--- config.mk ---
export PLATFORM = sky130hd
export DESIGN_NAME = node_heartbeat_supervisor
export DESIGN_NICKNAME = d
export VERILOG_FILES = /design/src/hw/rtl/nhbs_pkg.sv /design/src/hw/rtl/nhbs_node_cell.sv /design/src/hw/rtl/node_heartbeat_supervisor.sv
export SDC_FILE = /design/constraint.sdc
export NUM_CORES = 1
export LEC_CHECK = 0
export BUFFER_PORTS_ARGS = -buffer_cell sky130_fd_sc_hd__clkbuf_2
export CORE_MARGIN = 2
export CORE_UTILIZATION = 60
export CTS_CLUSTER_DIAMETER = 100
export DETAILED_ROUTE_END_ITERATION = 16
export GPL_TIMING_DRIVEN = 0
export PLACE_DENSITY = 0.75
export SKIP_CTS_REPAIR_TIMING = 1
export SYNTH_ARGS = -nofsm -noshare
export SYNTH_HDL_FRONTEND = slang
export SYNTH_SLANG_ARGS = --single-unit
--- constraint.sdc ---
create_clock -name aclk -period 9.6 [get_ports aclk]
set_clock_uncertainty 0.05 [all_clocks]
set_input_delay 0.48 -clock aclk [delete_from_list [all_inputs] [get_ports aclk]]
set_output_delay 0.48 -clock aclk [all_outputs]
set_load 0.05 [all_outputs]
--- src/hw/rtl/nhbs_pkg.sv ---
`default_nettype none
// ----------------------------------------------------------------------------
// nhbs_pkg
// Shared types and constants for the node heartbeat supervisor.
// ----------------------------------------------------------------------------
package nhbs_pkg;

    // Supervised nodes and miss counter width
    localparam int NODE_COUNT  = 4;
    localparam int COUNT_WIDTH = 8;

    // Fixed field widths of the channels and configuration registers
    localparam int MASK_WIDTH      = 4;
    localparam int LIMIT_WIDTH     = 8;
    localparam int CFG_COUNT       = 4;
    localparam int CFG_INDEX_WIDTH = 2;
    localparam int CFG_DATA_WIDTH  = 8;

    // Width used to compare a counter against a limit
    localparam int CMP_WIDTH = (COUNT_WIDTH > LIMIT_WIDTH) ? COUNT_WIDTH : LIMIT_WIDTH;

    localparam logic [LIMIT_WIDTH-1:0] LIMIT_RESET = LIMIT_WIDTH'(3);
    localparam logic [COUNT_WIDTH-1:0] COUNT_MAX   = {COUNT_WIDTH{1'b1}};

    // Configuration register indexes
    localparam logic [CFG_INDEX_WIDTH-1:0] REG_MISS_LIMIT_NODE0 = CFG_INDEX_WIDTH'(0);
    localparam logic [CFG_INDEX_WIDTH-1:0] REG_MISS_LIMIT_NODE1 = CFG_INDEX_WIDTH'(1);
    localparam logic [CFG_INDEX_WIDTH-1:0] REG_MISS_LIMIT_NODE2 = CFG_INDEX_WIDTH'(2);
    localparam logic [CFG_INDEX_WIDTH-1:0] REG_MISS_LIMIT_NODE3 = CFG_INDEX_WIDTH'(3);

    typedef struct packed {
        logic [MASK_WIDTH-1:0] heartbeat_seen;
        logic [MASK_WIDTH-1:0] sync_seen;
    } nhbs_in_t;

    typedef struct packed {
        logic [MASK_WIDTH-1:0] reset_mask;
        logic                  send_reset;
        logic [MASK_WIDTH-1:0] synced_mask;
        logic                  send_sync_ack;
    } nhbs_out_t;

    // Per-node status after the heartbeat phase
    typedef struct packed {
        logic hb_synced;
        logic reset_req;
    } nhbs_node_stat_t;

endpackage : nhbs_pkg
`default_nettype wire

--- src/hw/rtl/nhbs_node_cell.sv ---
`default_nettype none
// ----------------------------------------------------------------------------
// nhbs_node_cell
// Miss counter and sync flag of one supervised node.
// ----------------------------------------------------------------------------
module nhbs_node_cell
    import nhbs_pkg::*;
(
    input  wire logic                   aclk,
    input  wire logic                   aresetn,
    input  wire logic                   step_en,
    input  wire logic                   heartbeat,
    input  wire logic                   sync_set,
    input  wire logic [LIMIT_WIDTH-1:0] miss_limit,
    output nhbs_node_stat_t             stat
);

    logic [COUNT_WIDTH-1:0] count_reg;
    logic [COUNT_WIDTH-1:0] count_next;
    logic                   synced_reg;
    logic                   synced_next;
    logic [COUNT_WIDTH-1:0] count_inc;

    // Saturating increment on a miss
    assign count_inc = (count_reg < COUNT_MAX) ? count_reg + COUNT_WIDTH'(1) : count_reg;

    always_comb begin
        count_next     = count_reg;
        stat.hb_synced = synced_reg;
        stat.reset_req = 1'b0;
        if (!heartbeat) begin
            count_next = count_inc;
            if (CMP_WIDTH'(count_inc) >= CMP_WIDTH'(miss_limit)) begin
                stat.hb_synced = 1'b0;
                stat.reset_req = 1'b1;
                count_next     = '0;
            end
        end else if (synced_reg) begin
            count_next = '0;
        end else begin
            stat.reset_req = 1'b1;
        end
        synced_next = stat.hb_synced | sync_set;
    end

    always_ff @(posedge aclk) begin
        if (!aresetn) begin
            count_reg  <= '0;
            synced_reg <= 1'b0;
        end else if (step_en) begin
            count_reg  <= count_next;
            synced_reg <= synced_next;
        end
    end

endmodule : nhbs_node_cell
`default_nettype wire

--- src/hw/rtl/node_heartbeat_supervisor.sv ---
`default_nettype none
// ----------------------------------------------------------------------------
// node_heartbeat_supervisor
// Heartbeat watchdog and resync tracker for a set of network nodes.
// ----------------------------------------------------------------------------
// One input item is one check period: which nodes sent a heartbeat and which
// sent a sync request. Each item yields exactly one result item with the
// nodes to reset, the nodes in sync afterwards and a sync acknowledge. An
// item is captured in an input register, evaluated by the per-node cells
// against their miss counters and sync flags once the result register is
// free or draining, and lands in the result register, which drives m_valid;
// one item is taken every cycle as long as the result side keeps up.
// The result register lets a new item enter while a result waits. Miss
// limits are written through the cfg port (index 0..3 for nodes 0..3) and
// must only be changed while no item is in flight.
// ----------------------------------------------------------------------------
module node_heartbeat_supervisor
    import nhbs_pkg::*;
(
    input  wire logic                       aclk,
    input  wire logic                       aresetn,
    // input channel
    input  wire logic                       s_valid,
    output      logic                       s_ready,
    input  wire nhbs_in_t                   s_data,
    // result channel
    output      logic                       m_valid,
    input  wire logic                       m_ready,
    output      nhbs_out_t                  m_data,
    // configuration writes
    input  wire logic                       cfg_we,
    input  wire logic [CFG_INDEX_WIDTH-1:0] cfg_index,
    input  wire logic [CFG_DATA_WIDTH-1:0]  cfg_wdata
);

    // Miss limit registers
    logic [LIMIT_WIDTH-1:0] limit_reg [CFG_COUNT];

    always_ff @(posedge aclk) begin
        if (!aresetn) begin
            for (int k = 0; k < CFG_COUNT; k++) begin
                limit_reg[k] <= LIMIT_RESET;
            end
        end else if (cfg_we) begin
            case (cfg_index)
                REG_MISS_LIMIT_NODE0: limit_reg[0] <= cfg_wdata[LIMIT_WIDTH-1:0];
                REG_MISS_LIMIT_NODE1: limit_reg[1] <= cfg_wdata[LIMIT_WIDTH-1:0];
                REG_MISS_LIMIT_NODE2: limit_reg[2] <= cfg_wdata[LIMIT_WIDTH-1:0];
                REG_MISS_LIMIT_NODE3: limit_reg[3] <= cfg_wdata[LIMIT_WIDTH-1:0];
                default: ;
            endcase
        end
    end

    // Input register and handshake
    nhbs_in_t  in_data_reg;
    logic      in_valid_reg;
    nhbs_out_t out_data_reg;
    logic      out_valid_reg;
    nhbs_out_t out_data_next;
    logic      advance;

    // Evaluate the held item when the result register is free or draining
    assign advance = in_valid_reg && (!out_valid_reg || m_ready);
    assign s_ready = !in_valid_reg || advance;

    always_ff @(posedge aclk) begin
        if (!aresetn) begin
            in_valid_reg <= 1'b0;
        end else if (s_ready) begin
            in_valid_reg <= s_valid;
        end
    end

    always_ff @(posedge aclk) begin
        if (s_ready && s_valid) begin
            in_data_reg <= s_data;
        end
    end

    // Per-node cells
    logic [NODE_COUNT-1:0] hb_vec;
    logic [NODE_COUNT-1:0] sy_vec;
    logic [NODE_COUNT-1:0] mid_synced;
    logic [NODE_COUNT-1:0] rst_vec;
    logic [NODE_COUNT-1:0] sync_set;
    logic [NODE_COUNT-1:0] final_synced;
    logic                  any_unsynced;
    nhbs_node_stat_t       node_stat [NODE_COUNT];

    for (genvar i = 0; i < NODE_COUNT; i++) begin : g_node
        logic [LIMIT_WIDTH-1:0] node_limit;

        // Nodes past the masks see no heartbeat or sync and use the reset limit
        if (i < MASK_WIDTH) begin : g_in
            assign hb_vec[i] = in_data_reg.heartbeat_seen[i];
            assign sy_vec[i] = in_data_reg.sync_seen[i];
        end else begin : g_none
            assign hb_vec[i] = 1'b0;
            assign sy_vec[i] = 1'b0;
        end

        if (i < CFG_COUNT) begin : g_lim
            assign node_limit = limit_reg[i];
        end else begin : g_deflim
            assign node_limit = LIMIT_RESET;
        end

        nhbs_node_cell u_cell (
            .aclk       (aclk),
            .aresetn    (aresetn),
            .step_en    (advance),
            .heartbeat  (hb_vec[i]),
            .sync_set   (sync_set[i]),
            .miss_limit (node_limit),
            .stat       (node_stat[i])
        );

        assign mid_synced[i] = node_stat[i].hb_synced;
        assign rst_vec[i]    = node_stat[i].reset_req;
    end

    // Sync phase: only while some node is out of sync
    assign any_unsynced = ~&mid_synced;
    assign sync_set     = sy_vec & {NODE_COUNT{any_unsynced}};
    assign final_synced = mid_synced | sync_set;

    // Fold node vectors into the fixed-width masks
    for (genvar j = 0; j < MASK_WIDTH; j++) begin : g_mask
        if (j < NODE_COUNT) begin : g_live
            assign out_data_next.reset_mask[j]  = rst_vec[j];
            assign out_data_next.synced_mask[j] = final_synced[j];
        end else begin : g_pad
            assign out_data_next.reset_mask[j]  = 1'b0;
            assign out_data_next.synced_mask[j] = 1'b0;
        end
    end

    assign out_data_next.send_reset    = |rst_vec;
    assign out_data_next.send_sync_ack = any_unsynced && (&final_synced);

    // Result register
    always_ff @(posedge aclk) begin
        if (!aresetn) begin
            out_valid_reg <= 1'b0;
        end else if (advance) begin
            out_valid_reg <= 1'b1;
        end else if (m_ready) begin
            out_valid_reg <= 1'b0;
        end
    end

    always_ff @(posedge aclk) begin
        if (advance) begin
            out_data_reg <= out_data_next;
        end
    end

    assign m_valid = out_valid_reg;
    assign m_data  = out_data_reg;

endmodule : node_heartbeat_supervisor
`default_nettype wire

* Word level (Yosys, flattened, before mapping) *
Memories as Yosys holds them, arrays and structs flattened.
Cells that the tools add are included.

word-level totals
  bits in registers = 56
  memory bits (writable) = 32
  bits of input ports = 23
  output and inout bits = 12
  logic and storage cells = 118
  memories kept = 1

cells by class
  $add $sub $neg = 4
  order comparisons = 8
  equality and inequality tests = 7
  mux-type cells = 55
  bitwise gates (word level) = 10
  reductions and logical operators = 17

memories
  name       words  bits a word  read ports  clocked after Yosys merged registers in  write ports  line                             source
  limit_reg  4      8            4           0                                        4            node_heartbeat_supervisor.sv:37  logic [LIMIT_WIDTH-1:0] limit_reg [CFG_COUNT];

operators with widths
  operator                                        count
  2-to-1 mux 8 bit                                20
  adder 8 x 1 -> 8 bit (second input constant)    4
  >= comparator 8 bit                             4
  < comparator 8 bit (second input constant)      4
  2-to-1 mux 1 bit                                31
  2-to-1 mux 2 bit                                4
  != test 2 x 1 -> 1 bit (second input constant)  4
  OR 1 bit                                        8
  AND reduction 2 bit                             4
  AND reduction 4 bit                             2
  bitwise AND 4 bit                               1
  == test 2 bit (second input constant)           2
  OR 4 bit                                        1
  OR reduction 4 bit                              1
  logical AND 1 bit                               3
  zero test 1 bit                                 3
  == test 2 x 1 -> 1 bit (second input constant)  1
  zero test 2 bit                                 1
  logical OR 1 bit                                2
  nonzero test 2 bit                              1

* Logic depth before layout (Yosys ltp) *
  depth in word-level cells = 11
  mapped depth = 13
  gate-level depth less buffers = 12

* Hierarchy *
Synthesis repeated with hierarchy kept, for this count alone.

unflattened totals
  cells, all modules = 534
  area total of the unflattened synthesis = 5172.5 um^2

by module, submodules not included
  module                     times used  cells an instance  area an instance (um^2)  seq. area each (um^2)
  nhbs_node_cell             4           105                804.5                    180.2
  node_heartbeat_supervisor  1           114                1954.4                   1541.5

* Worst setup path after synthesis *
OpenSTA, ideal clock, no wires.

  path kind = register -> register
  start = register g_node[0].u_cell.count_reg[0]
  end = register out_data_reg, in the netlist m_data[5], data pin
  setup time = 272 ps
  arrival = 2864 ps
  required time = 9278 ps
  path slack = 6415 ps
  stages on the path, launching flop included = 12
  path buffers = 0
  period minus slack after synthesis = 3185 ps
  path through = dfxtp_1 > ha_1 > and3_1 > nand4_1 > nand2_1 > mux2_2 > ha_1 > a21o_1 > a221o_1 > a41oi_1 > mux2i_1 > or4_1

RTL lines
  what                    line                              source
  from (decl)             nhbs_node_cell.sv:18              logic [COUNT_WIDTH-1:0] count_reg;
  from (signal assigned)  nhbs_node_cell.sv:51              count_reg <= count_next;
  to (signal assigned)    node_heartbeat_supervisor.sv:155  out_data_reg <= out_data_next;
  to (decl)               node_heartbeat_supervisor.sv:58   nhbs_out_t out_data_reg;

==> impl_metrics.toml <==
[setup_path]
cp.required_ns = 9.66
crit_chain = "ha_1 > and3_1 > nand4_1 > nand2_1 > mux2_2 > ha_1 > a21o_1 > a221o_1 > a41oi_1 > buf_2 > o21ai_0 > nor4_1 > a211oi_1"
cp-end-kind = "flop"
max_stage_delay_ns = 0.38
cp.arrival_ns = 3.82
path_max_fanout = 10
reg2regPathDepth = 13
critPathSlowestCell = "dfxtp_1"
cp-start-kind = "flop"
reg2reg_from = "g_node[0].u_cell.count_reg[0]"
critPathKind = "flop to flop"
critPathMostFrequentCell = "ha_1"
crit_start = "g_node[0].u_cell.count_reg[0]"

[timing]
final_max_slew_viol_count = 0
maxSlewHeadroom_pct = 29.8
finalHoldViolations = 0
fmax_mhz = 266
period_needed_ns = 3.76
worst_slack_ns = 5.84
setup_viol = 0
rsz0062_at_grt = "no"
fin_crit_sh_pct = 39.2
worst_slew_pin_slew_ns = 1.04
finalSetupTns_ns = 0

[floorplanning]
rows = 32
die_area_um2 = 8890
die-width_um = 94.3
core_um2 = 7810
start_util_pct = 62.6
die_h_um = 94.3
boundaryPins = 35

[hold_path]
hold_path_depth = 1
hp-start = "s_data[5]"
min_path_type = "input pin to flop"

[detailed_routing]
dr.pass1.iters = 4
antenna_left = 0
wl_um = 9970
wl_per_cell_um = 16.0
drt_iter0_markers = 134
drc = 0
viasPerCell = 5.79
vias = 3597

[place]
place.gp.congestion = 0.789
numPortBuffers = 33
hpwlAfterDp_um = 7580
place_ws_ns = 5.86

[finish]
drive_gt1_share_pct = 15.0
nets = 573
area_growth_pct = 9.65
antenna_cells = 0
n_fill_cell = 638

[power]
max-vdd-ir-drop_mv = 0.0962
power_w = 0.000738
p_leak_nw = 2.21
pwr_density_cell_nw_per_um2 = 138

[clock_tree]
htreeDepth = 3
root_buffer = "clkbuf_8"
cts_tree = "built"
clk-insertion-delay-late_ns = 0.36
cts_sinks = 88
numCtsBuffers = 9
clk_pin_slew_worst_paths_ns = 0.09
clockBufferDepth = 2

[outcome]
outcome = "finished, final reports clean"

[synth]
async_flop_share_pct = 0
synth_top_area_cell = "edfxtp_1"
synth-seq-area-share_pct = 46.3
netlist_area_um2 = 4890
ys_seq_elements = 88
syn_inst = 470
synth_area_leaders = "edfxtp_1, dfxtp_1, ha_1"
synth_cell_type_count = 59
synth_edf_count = 50
synthesis.nets = 529
ys.flop_type = "edfxtp_1"
avgSynthCellArea_um2 = 10.4
ys_warn_count = 0
yosys.area.top_type_share_pct = 30.7

[global_route]
grt_pass1_vias = 3570
grt_max_degree = 20
busiest_layer = "met2"
antenna_found_initial = 0
use_met3_pct = 4.65
grt_use_met2_pct = 41.0
grt_use_total_pct = 25.2
gr-total-overflow = 0
grt_use_met1_pct = 33.9
grt_pass1_wl_um = 16800

[run]
maxCapViolCount = 0
==> critical path: cells and delay by family, from the launching register on <==
family,cells,cell delay (ns)
simple gates,4,0.86
compound gates,5,1.10
flops,1,0.38
fa+ha+maj,2,0.53
mux,1,0.29
buf+inv,1,0.30
==> path summary, 6_finish.rpt <==
kind                                         to  slack, ns
setup reg to reg                      m_data[0]       5.84
setup / recovery                      m_data[0]       5.84
hold reg to reg   g_node[1].u_cell.count_reg[4]       0.45
hold / removal                        hb_vec[1]       0.24
==> report_power, final <==
part           switching (W)  internal [W]
Clock               0.000138     0.0000972
Sequential        0.00000847      0.000417
Combinational      0.0000498     0.0000273
==> cell families (layout without fill, tap and decap cells) <==
family | after synthesis | after routing | share of synthesized area [%]
AND/OR/NAND/NOR | 181 | 181 | 21.1
flip-flops | 88 | 88 | 46.3
adder cells (fa/ha/maj) | 36 | 36 | 9.21
multiplexers | 15 | 15 | 3.35
XOR/XNOR | 10 | 10 | 1.79
AO/OA/AOI/OAI | 92 | 92 | 14.2
buffers and inverters | 48 | 97 | 4.15
==> metrics by stage <==
step | hold WS [ns] | area, um2 | std cells | utilization [%]
after floorplan | 0.412 | 4890 | 470 | -
after global placement | 0.429 | 5180 | 605 | 66.4
after detailed placement | 0.434 | 5180 | 605 | 66.4
after CTS | 0.227 | 5360 | 621 | 68.7
after global routing | 0.223 | 5360 | 621 | 68.7
final | 0.240 | 5360 | 621 | 68.7
==> synthesized netlist by cell type (6+ instances only) <==
| cell type | count |
|---|---|
| or3_1 | 10 |
| and2_1 | 37 |
| xnor2_1 | 10 |
| nor3b_1 | 6 |
| dfxtp_1 | 38 |
| a22oi_1 | 17 |
| edfxtp_1 | 50 |
| nand3_1 | 17 |
| mux2_2 | 11 |
| nand2b_1 | 11 |
| and3_1 | 13 |
| a21oi_1 | 9 |
| o21ai_1 | 7 |
| ha_1 | 36 |
| nor2b_1 | 23 |
| o21a_1 | 11 |
| inv_1 | 38 |
| nand2_1 | 26 |
| nor2_1 | 18 |
| nand4_1 | 9 |
| o21ai_0 | 7 |
==> cell type report <==
type | count | area [um2] | share of cell area [%]
inverter | 39 | 146 | 2.73
buffer | 9 | 56.3 | 1.05
clock inverter | 6 | 51.3 | 0.957
clock buffer | 10 | 128 | 2.38
sequential | 88 | 2260 | 42.2
timing repair buffer | 33 | 165 | 3.08
tap | 102 | 128 | 2.38
multi-input combinational | 334 | 2420 | 45.2
==> cells in the final DEF, fill, tap and decap left out, drive strengths merged, types with 12 or more instances in the layout <==
cell type  instances
and3              14
nand2             27
a22oi             17
inv               41
dfxtp             38
o21ai             14
ha                36
nor2b             23
clkbuf            47
and2              38
nor2              18
nand2b            12
edfxtp            50
nand3             17
==> metal layers <==
metal  wire, um  vias up
met3        384       11
met2       4830       66
met4        128        0
met5          0        -
li1           -     1790
met1       4630     1730
No activity file was read; power rests on OpenSTA's default activity.
